[src/sv/scfd_pkg.sv]
// package for the servo command frame decoder
// holds frame phase, fail cause and register index codes plus reset values
// no dependencies
package scfd_pkg;

  localparam int unsigned SERVO_COUNT = 6;

  localparam logic [7:0]  START_MARKER_RST  = 8'hAA;
  localparam logic [7:0]  END_MARKER_RST    = 8'h55;
  localparam logic [15:0] HUNT_LIMIT_RST    = 16'd1000;
  localparam logic [7:0]  ACK_OK_RST        = 8'hAC;
  localparam logic [7:0]  ACK_FAIL_RST      = 8'hAD;
  localparam logic [15:0] MAX_ANGLE_RST     = 16'd180;
  localparam logic [7:0]  PULSE_GAIN_RST    = 8'd11;
  localparam logic [15:0] PULSE_OFFSET_RST  = 16'd500;

  localparam int unsigned PADDR_W = 5;

  typedef enum logic [2:0] {
    PHASE_HUNT  = 3'd0,
    PHASE_SERVO = 3'd1,
    PHASE_HIGH  = 3'd2,
    PHASE_LOW   = 3'd3,
    PHASE_CHECK = 3'd4,
    PHASE_END   = 3'd5
  } phase_e;

  typedef enum logic [2:0] {
    CAUSE_NONE      = 3'd0,
    CAUSE_TIMEOUT   = 3'd1,
    CAUSE_BAD_END   = 3'd2,
    CAUSE_BAD_CHECK = 3'd3,
    CAUSE_RANGE     = 3'd4
  } cause_e;

  typedef enum logic [2:0] {
    REG_START_MARKER = 3'd0,
    REG_END_MARKER   = 3'd1,
    REG_HUNT_LIMIT   = 3'd2,
    REG_ACK_OK       = 3'd3,
    REG_ACK_FAIL     = 3'd4,
    REG_MAX_ANGLE    = 3'd5,
    REG_PULSE_GAIN   = 3'd6,
    REG_PULSE_OFFSET = 3'd7
  } reg_idx_e;

endpackage

[src/sv/servo_command_frame_decoder_core.sv]
// servo command frame decoder top level: frame parser, checks, pulse math
// and config registers
// depends on scfd_pkg
//
// usage:
// - in channel (in_valid_i/in_ready_o, rx_byte_i) takes one received byte
//   per item; the decoder hunts for the start marker, then captures servo,
//   angle high, angle low, checksum and end byte
// - out channel (out_valid_o/out_ready_i) gives one reply item per frame
//   end byte and per hunt timeout; other bytes give no item
// - a reply item appears in the cycle after the byte that causes it is taken;
//   a byte can be taken every cycle unless a held reply is stalled
// - when the receiver stalls, a held reply keeps in_ready_o low until it
//   is taken; in_ready_o follows out_ready_i while a reply is held
// - apb port at byte address 4*i writes and reads the eight registers;
//   write only while no frame is in flight
// - reset returns all registers to their defaults, drops any held reply
//   and restarts the hunt with a zero count
module servo_command_frame_decoder_core (
  input  logic                          clk_i,
  input  logic                          rst_ni,

  input  logic                          in_valid_i,
  output logic                          in_ready_o,
  input  logic [7:0]                    rx_byte_i,

  output logic                          out_valid_o,
  input  logic                          out_ready_i,
  output logic [7:0]                    reply_byte_o,
  output logic                          accepted_o,
  output logic [2:0]                    fail_cause_o,
  output logic [2:0]                    servo_index_o,
  output logic [15:0]                   pulse_width_o,

  input  logic                          psel,
  input  logic                          penable,
  input  logic                          pwrite,
  input  logic [scfd_pkg::PADDR_W-1:0]  paddr,
  input  logic [31:0]                   pwdata,
  output logic [31:0]                   prdata,
  output logic                          pready
);

  // config registers
  logic [7:0]  start_marker_q;
  logic [7:0]  end_marker_q;
  logic [15:0] hunt_limit_q;
  logic [7:0]  ack_ok_q;
  logic [7:0]  ack_fail_q;
  logic [15:0] max_angle_q;
  logic [7:0]  pulse_gain_q;
  logic [15:0] pulse_offset_q;

  scfd_pkg::reg_idx_e reg_idx;
  logic               cfg_wr;

  assign pready  = 1'b1;
  assign reg_idx = scfd_pkg::reg_idx_e'(paddr[scfd_pkg::PADDR_W-1:2]);
  assign cfg_wr  = psel && penable && pwrite && pready;

  always_ff @(posedge clk_i or negedge rst_ni) begin
    if (!rst_ni) begin
      start_marker_q <= scfd_pkg::START_MARKER_RST;
      end_marker_q   <= scfd_pkg::END_MARKER_RST;
      hunt_limit_q   <= scfd_pkg::HUNT_LIMIT_RST;
      ack_ok_q       <= scfd_pkg::ACK_OK_RST;
      ack_fail_q     <= scfd_pkg::ACK_FAIL_RST;
      max_angle_q    <= scfd_pkg::MAX_ANGLE_RST;
      pulse_gain_q   <= scfd_pkg::PULSE_GAIN_RST;
      pulse_offset_q <= scfd_pkg::PULSE_OFFSET_RST;
    end else if (cfg_wr) begin
      unique case (reg_idx)
        scfd_pkg::REG_START_MARKER: start_marker_q <= pwdata[7:0];
        scfd_pkg::REG_END_MARKER:   end_marker_q   <= pwdata[7:0];
        scfd_pkg::REG_HUNT_LIMIT:   hunt_limit_q   <= pwdata[15:0];
        scfd_pkg::REG_ACK_OK:       ack_ok_q       <= pwdata[7:0];
        scfd_pkg::REG_ACK_FAIL:     ack_fail_q     <= pwdata[7:0];
        scfd_pkg::REG_MAX_ANGLE:    max_angle_q    <= pwdata[15:0];
        scfd_pkg::REG_PULSE_GAIN:   pulse_gain_q   <= pwdata[7:0];
        scfd_pkg::REG_PULSE_OFFSET: pulse_offset_q <= pwdata[15:0];
        default: ;
      endcase
    end
  end

  always_comb begin
    unique case (reg_idx)
      scfd_pkg::REG_START_MARKER: prdata = {24'd0, start_marker_q};
      scfd_pkg::REG_END_MARKER:   prdata = {24'd0, end_marker_q};
      scfd_pkg::REG_HUNT_LIMIT:   prdata = {16'd0, hunt_limit_q};
      scfd_pkg::REG_ACK_OK:       prdata = {24'd0, ack_ok_q};
      scfd_pkg::REG_ACK_FAIL:     prdata = {24'd0, ack_fail_q};
      scfd_pkg::REG_MAX_ANGLE:    prdata = {16'd0, max_angle_q};
      scfd_pkg::REG_PULSE_GAIN:   prdata = {24'd0, pulse_gain_q};
      scfd_pkg::REG_PULSE_OFFSET: prdata = {16'd0, pulse_offset_q};
      default:                    prdata = 32'd0;
    endcase
  end

  // frame state
  scfd_pkg::phase_e phase_q, phase_d;
  logic [15:0]      hunt_count_q;
  logic [7:0]       servo_q;
  logic [7:0]       angle_hi_q;
  logic [7:0]       angle_lo_q;
  logic [7:0]       check_q;

  // output register
  logic             out_valid_q, out_valid_d;
  logic [7:0]       reply_byte_q;
  logic             accepted_q;
  scfd_pkg::cause_e fail_cause_q;
  logic [2:0]       servo_index_q;
  logic [15:0]      pulse_width_q;

  logic             in_fire;
  logic             is_start;
  logic [16:0]      hunt_inc;
  logic [7:0]       sum;
  logic [15:0]      angle;
  logic [23:0]      product;
  logic [24:0]      pulse_sum;
  logic [15:0]      pulse_sat;
  logic             out_of_range;

  logic             res_valid;
  logic             res_ok;
  scfd_pkg::cause_e res_cause;

  assign in_ready_o = !out_valid_q || out_ready_i;
  assign in_fire    = in_valid_i && in_ready_o;
  assign is_start   = (rx_byte_i == start_marker_q);
  assign hunt_inc   = {1'b0, hunt_count_q} + 17'd1;

  assign sum          = start_marker_q + servo_q + angle_hi_q + angle_lo_q;
  assign angle        = {angle_hi_q, angle_lo_q};
  assign product      = pulse_gain_q * angle;
  assign pulse_sum    = {1'b0, product} + {9'd0, pulse_offset_q};
  assign pulse_sat    = (|pulse_sum[24:16]) ? 16'hFFFF : pulse_sum[15:0];
  assign out_of_range = (servo_q == 8'd0) || (servo_q > 8'(scfd_pkg::SERVO_COUNT))
                        || (angle > max_angle_q);

  // next phase
  always_comb begin
    unique case (phase_q)
      scfd_pkg::PHASE_SERVO: phase_d = scfd_pkg::PHASE_HIGH;
      scfd_pkg::PHASE_HIGH:  phase_d = scfd_pkg::PHASE_LOW;
      scfd_pkg::PHASE_LOW:   phase_d = scfd_pkg::PHASE_CHECK;
      scfd_pkg::PHASE_CHECK: phase_d = scfd_pkg::PHASE_END;
      scfd_pkg::PHASE_END:   phase_d = scfd_pkg::PHASE_HUNT;
      default:               phase_d = is_start ? scfd_pkg::PHASE_SERVO
                                                : scfd_pkg::PHASE_HUNT;
    endcase
  end

  // result decode
  always_comb begin
    res_valid = 1'b0;
    res_ok    = 1'b0;
    res_cause = scfd_pkg::CAUSE_NONE;
    unique case (phase_q)
      scfd_pkg::PHASE_SERVO, scfd_pkg::PHASE_HIGH,
      scfd_pkg::PHASE_LOW, scfd_pkg::PHASE_CHECK: begin
        res_valid = 1'b0;
      end
      scfd_pkg::PHASE_END: begin
        res_valid = 1'b1;
        if (rx_byte_i != end_marker_q) begin
          res_cause = scfd_pkg::CAUSE_BAD_END;
        end else if (sum != check_q) begin
          res_cause = scfd_pkg::CAUSE_BAD_CHECK;
        end else if (out_of_range) begin
          res_cause = scfd_pkg::CAUSE_RANGE;
        end else begin
          res_ok = 1'b1;
        end
      end
      default: begin
        if (!is_start && (hunt_inc > {1'b0, hunt_limit_q})) begin
          res_valid = 1'b1;
          res_cause = scfd_pkg::CAUSE_TIMEOUT;
        end
      end
    endcase
  end

  always_comb begin
    if (in_fire && res_valid) begin
      out_valid_d = 1'b1;
    end else if (out_ready_i) begin
      out_valid_d = 1'b0;
    end else begin
      out_valid_d = out_valid_q;
    end
  end

  always_ff @(posedge clk_i or negedge rst_ni) begin
    if (!rst_ni) begin
      phase_q      <= scfd_pkg::PHASE_HUNT;
      hunt_count_q <= 16'd0;
      servo_q      <= 8'd0;
      angle_hi_q   <= 8'd0;
      angle_lo_q   <= 8'd0;
      check_q      <= 8'd0;
      out_valid_q  <= 1'b0;
    end else begin
      out_valid_q <= out_valid_d;
      if (in_fire) begin
        phase_q <= phase_d;
        if (res_valid) begin
          hunt_count_q <= 16'd0;
        end else if (phase_q == scfd_pkg::PHASE_HUNT && !is_start) begin
          hunt_count_q <= hunt_inc[15:0];
        end
        if (phase_q == scfd_pkg::PHASE_SERVO) servo_q    <= rx_byte_i;
        if (phase_q == scfd_pkg::PHASE_HIGH)  angle_hi_q <= rx_byte_i;
        if (phase_q == scfd_pkg::PHASE_LOW)   angle_lo_q <= rx_byte_i;
        if (phase_q == scfd_pkg::PHASE_CHECK) check_q    <= rx_byte_i;
      end
    end
  end

  always_ff @(posedge clk_i) begin
    if (in_fire && res_valid) begin
      reply_byte_q  <= res_ok ? ack_ok_q : ack_fail_q;
      accepted_q    <= res_ok;
      fail_cause_q  <= res_cause;
      servo_index_q <= res_ok ? servo_q[2:0] : 3'd0;
      pulse_width_q <= res_ok ? pulse_sat : 16'd0;
    end
  end

  assign out_valid_o   = out_valid_q;
  assign reply_byte_o  = reply_byte_q;
  assign accepted_o    = accepted_q;
  assign fail_cause_o  = fail_cause_q;
  assign servo_index_o = servo_index_q;
  assign pulse_width_o = pulse_width_q;

  // accepted commands address a real servo and carry no cause
  a_ok_fields: assert property (@(posedge clk_i) disable iff (!rst_ni)
    out_valid_o && accepted_o |-> fail_cause_o == scfd_pkg::CAUSE_NONE
      && servo_index_o != 3'd0 && servo_index_o <= 3'(scfd_pkg::SERVO_COUNT))
    else $error("accepted reply with bad cause or servo");

  // failures carry a cause and zero payload
  a_fail_fields: assert property (@(posedge clk_i) disable iff (!rst_ni)
    out_valid_o && !accepted_o |-> fail_cause_o != scfd_pkg::CAUSE_NONE
      && servo_index_o == 3'd0 && pulse_width_o == 16'd0)
    else $error("failed reply with bad fields");

  // a new reply follows a taken byte
  a_reply_cause: assert property (@(posedge clk_i) disable iff (!rst_ni)
    $rose(out_valid_o) |-> $past(in_fire && res_valid))
    else $error("reply without a causing item");

  // every reply restarts the hunt with a clear count
  a_hunt_clear: assert property (@(posedge clk_i) disable iff (!rst_ni)
    in_fire && res_valid |=> phase_q == scfd_pkg::PHASE_HUNT && hunt_count_q == 16'd0)
    else $error("hunt not restarted after reply");

  // only the start marker leaves the hunt
  a_hunt_stay: assert property (@(posedge clk_i) disable iff (!rst_ni)
    in_fire && phase_q == scfd_pkg::PHASE_HUNT && !is_start |=>
      phase_q == scfd_pkg::PHASE_HUNT)
    else $error("hunt left without start marker");

endmodule
[config.mk]
export PLATFORM = sky130hd
export DESIGN_NAME = servo_command_frame_decoder_core
export DESIGN_NICKNAME = d
export VERILOG_FILES = /design/src/sv/scfd_pkg.sv /design/src/sv/servo_command_frame_decoder_core.sv
export SDC_FILE = /design/constraint.sdc
export NUM_CORES = 1
export LEC_CHECK = 0
export ABC_AREA = 1
export BUFFER_PORTS_ARGS = -buffer_cell sky130_fd_sc_hd__buf_2
export CORE_MARGIN = 2
export CORE_UTILIZATION = 30
export CTS_BUF_LIST = sky130_fd_sc_hd__clkbuf_8
export CTS_CLUSTER_DIAMETER = 100
export CTS_CLUSTER_SIZE = 30
export DETAILED_ROUTE_END_ITERATION = 10
export SKIP_CTS_REPAIR_TIMING = 1
export SKIP_LAST_GASP = 1
export SLEW_MARGIN = 25
export SYNTH_ARGS = -nofsm -noshare
export SYNTH_HDL_FRONTEND = slang
export SYNTH_SLANG_ARGS = --single-unit
[constraint.sdc]
create_clock -name clk_i -period 12.6 [get_ports clk_i]
set_input_delay 0.63 -clock clk_i [delete_from_list [all_inputs] [get_ports clk_i]]
set_output_delay 0.63 -clock clk_i [all_outputs]
set_load 0.01 [all_outputs]
==> out/metrics.cfg <==
[run_status]
outcome = complete, no violations

[drt]
drt_first_pass_iters = 6
routed_wire_length_per_instance_um = 15.2
post-route-drc-count = 0
detailedRoute.firstIterationViolations = 1037
vias_after_detailed_routing = 12000
route.detailed.vias_per_inst = 4.68
ant_nets = 0
routed_wl_mm = 38.8

[die]
placement_rows = 80
die_y_um = 224
die_x_um = 224
die-area_um2 = 50200
initial_core_util = 0.304
ioPinCount = 118
fp.coreArea_um2 = 47700

[cts]
clkSinkCount = 171
number_of_buffers_added_by_the_clock_tree_synthesis_step = 17
tritoncts_clock_tree = yes
clk_path_buf_depth = 2
root_buf_cell = clkbuf_8
clkLatencyLatePin_ns = 0.51
cts_max_level = 4
cts.clk_slew.worst_paths_ns = 0.10

[timing]
final-setup-viol-count = 0
final.setup_skew_ns = 0.0248
finalHoldViolations = 0
max_freq_mhz = 183
measured_slew_at_the_worst_slew_check_pin_ns = 1.03
timing.final.crit_period_ns = 5.48
worst_slew_margin_rel = 0.308
fin_tns_setup_ns = 0
rsz_0062_raised_after_global_routing = no
finalMaxSlewViolations = 0
final.period_utilization = 0.435

[synthesis]
synth.ff_latch_count = 171
yosysSeqAreaShare = 0.309
syn_area_um2 = 14500
postSynthCellCount = 1884
yosysWarningCount = 0
post_synth_num_cell_types = 47
post_syn_area_per_cell_um2 = 7.71

[placement]
hpwlAfterDp_mm = 30.4
place_inst = 2521
dpl_cell_area_um2 = 15400
place.gp.congestion = 0.893
port_buffers = 82

[critical_path]
required_ns = 12.83
endpoint_kind = flop
critPathMaxFanout = 18
timing.critical_path.arrival_ns = 5.71
ff2ff_setup_slack_ns = 7.12
worst-setup-path-type = flop to flop
timing.critical_path.from_type = flop

[global_routing]
grtUsageTotal = 0.159
grt_pass1_wl_mm = 62.9
total_grt_overflow = 0
first_global_vias = 11900
grt_antenna_before_repair = 1
grt_start_max_net_pins = 76

[finish]
n_antenna_cell = 0
final_nets = 2180
drive_gt1_frac = 0.0897
finalInstanceArea_um2 = 15900
layout-area-overhead-vs-synth_pct = 9.52
most_common_library_cell_in_the_layout_ignoring_fill_and_taps = nand2_1
post_layout_nonfiller_instances = 2554
top_library_cells_by_usage_in_the_layout_fill_and_taps_aside = nand2_1 (515), inv_1 (407), o21ai_0 (123)

[worst_hold_path]
min-delay-path-class = input port to asynchronous set/reset pin

[run]
cap_viol_max_count = 0

[worst max-delay path: stages, from the launching register on]
cell and delay [ns]:
dfrtp_1 0.84, nand2_1 0.17, fa_1 0.57, inv_1 0.05, fa_1 0.46, fa_1 0.54, inv_1 0.05, fa_1 0.53
inv_1 0.04, ha_1 0.37, nand2_1 0.14, inv_1 0.05, a21oi_1 0.22, nor2_1 0.07, nor2_1 0.14, nand3b_1 0.09
nand2_1 0.08, nand2_1 0.06, nor2_1 0.13, nand4_2 0.32, nor2_1 0.22, nor2_1 0.06
[metrics by stage]
step	setup WS (ns)	hold WS (ns)	util
2_1_floorplan	7.54	0.334	-
3_3_place_gp	7.19	0.466	0.322
3_5_place_dp	7.12	0.473	0.323
4_1_cts	7.10	0.144	0.332
5_1_grt	6.60	0.175	0.333
6_report	7.12	0.122	0.333
[path summary, 6_finish.rpt]
check                                 from                 to  cells after the start
setup reg to reg           pulse_gain_q[4]  pulse_width_o[14]                     21
max in group asynchronous           rst_ni      angle_lo_q[0]                      2
hold reg to reg              ack_fail_q[6]      ack_fail_q[6]                      2
min in group clk_i              pwdata[12]    max_angle_q[12]                      3
hold / removal                      rst_ni   hunt_count_q[14]                      1
setup / recovery           pulse_gain_q[4]  pulse_width_o[14]                     21
[logic make-up after synthesis]
family | count (synthesis) | share of synthesized area
DFF | 171 | 0.309
xor gates and xnor gates | 44 | 0.0265
buffers and inverters | 487 | 0.133
AOI/OAI and AO/OA | 216 | 0.0820
and+or+nand+nor | 762 | 0.216
other | 2 | 0.000517
adders and majority gates | 202 | 0.233
[state kept, by name, summed over array words and instances, names as in the netlist]
signal,count
accepted_o,1
ack_fail_q,8
ack_ok_q,8
angle_hi_q,8
angle_lo_q,8
check_q,8
end_marker_q,8
fail_cause_o,3
hunt_count_q,16
hunt_limit_q,16
max_angle_q,16
out_valid_o,1
phase_q,3
pulse_gain_q,8
pulse_offset_q,16
pulse_width_o,16
reply_byte_o,8
servo_index_o,3
servo_q,8
start_marker_q,8
[layout make-up]
cell class                 count  area, µm²
sequential                   171       4480
timing repair buffer          86        467
fill                        4999      31800
tap                          615        769
clock buffer                  19        262
inverter                     409       1540
multi-input combinational   1241       8180
clock inverter                13        208
[per-layer routing]
layer | routed length (µm) | vias up | share of wire | track usage
met3 | 2210 | 51 | 0.057 | 0.0257
li1 | - | 5819 | - | -
met1 | 18000 | 5758 | 0.46 | 0.219
met4 | 625 | 0 | 0.016 | 0.0402
met2 | 18000 | 336 | 0.46 | 0.259
met5 | 0 | - | 0 | 0
[synthesized netlist by cell type (all sizes together)]
library cell  instances  share of area
ha                   88          0.076
o22ai                15         0.0065
nand3b                3         0.0016
xnor2                18          0.011
fa                  114           0.16
a21o                  1        0.00052
clkbuf               51          0.013
and3b                 1        0.00060
o21ai               123          0.042
edfxtp               31          0.064
nor3b                 2         0.0014
inv                 408           0.11
clkinv                1        0.00026
or2                   4         0.0017
nand2               518           0.13
dfrtp               104           0.18
dfstp                36          0.065
nor4                  3         0.0017
o211ai                5         0.0026
o21a                  1        0.00052
a22oi                 1        0.00052
o221ai                8         0.0048
conb                  2        0.00052
nand3                83          0.029
a221oi                9         0.0054
a21oi                52          0.018
nor2                116          0.031
o21bai                1        0.00052
nor3                 13         0.0052
nand4                19         0.0090
buf                  27          0.014
xor2                 26          0.016
Power is not shown: default switching activity piles up to over one toggle a cycle in this logic, so the estimate is an artifact.
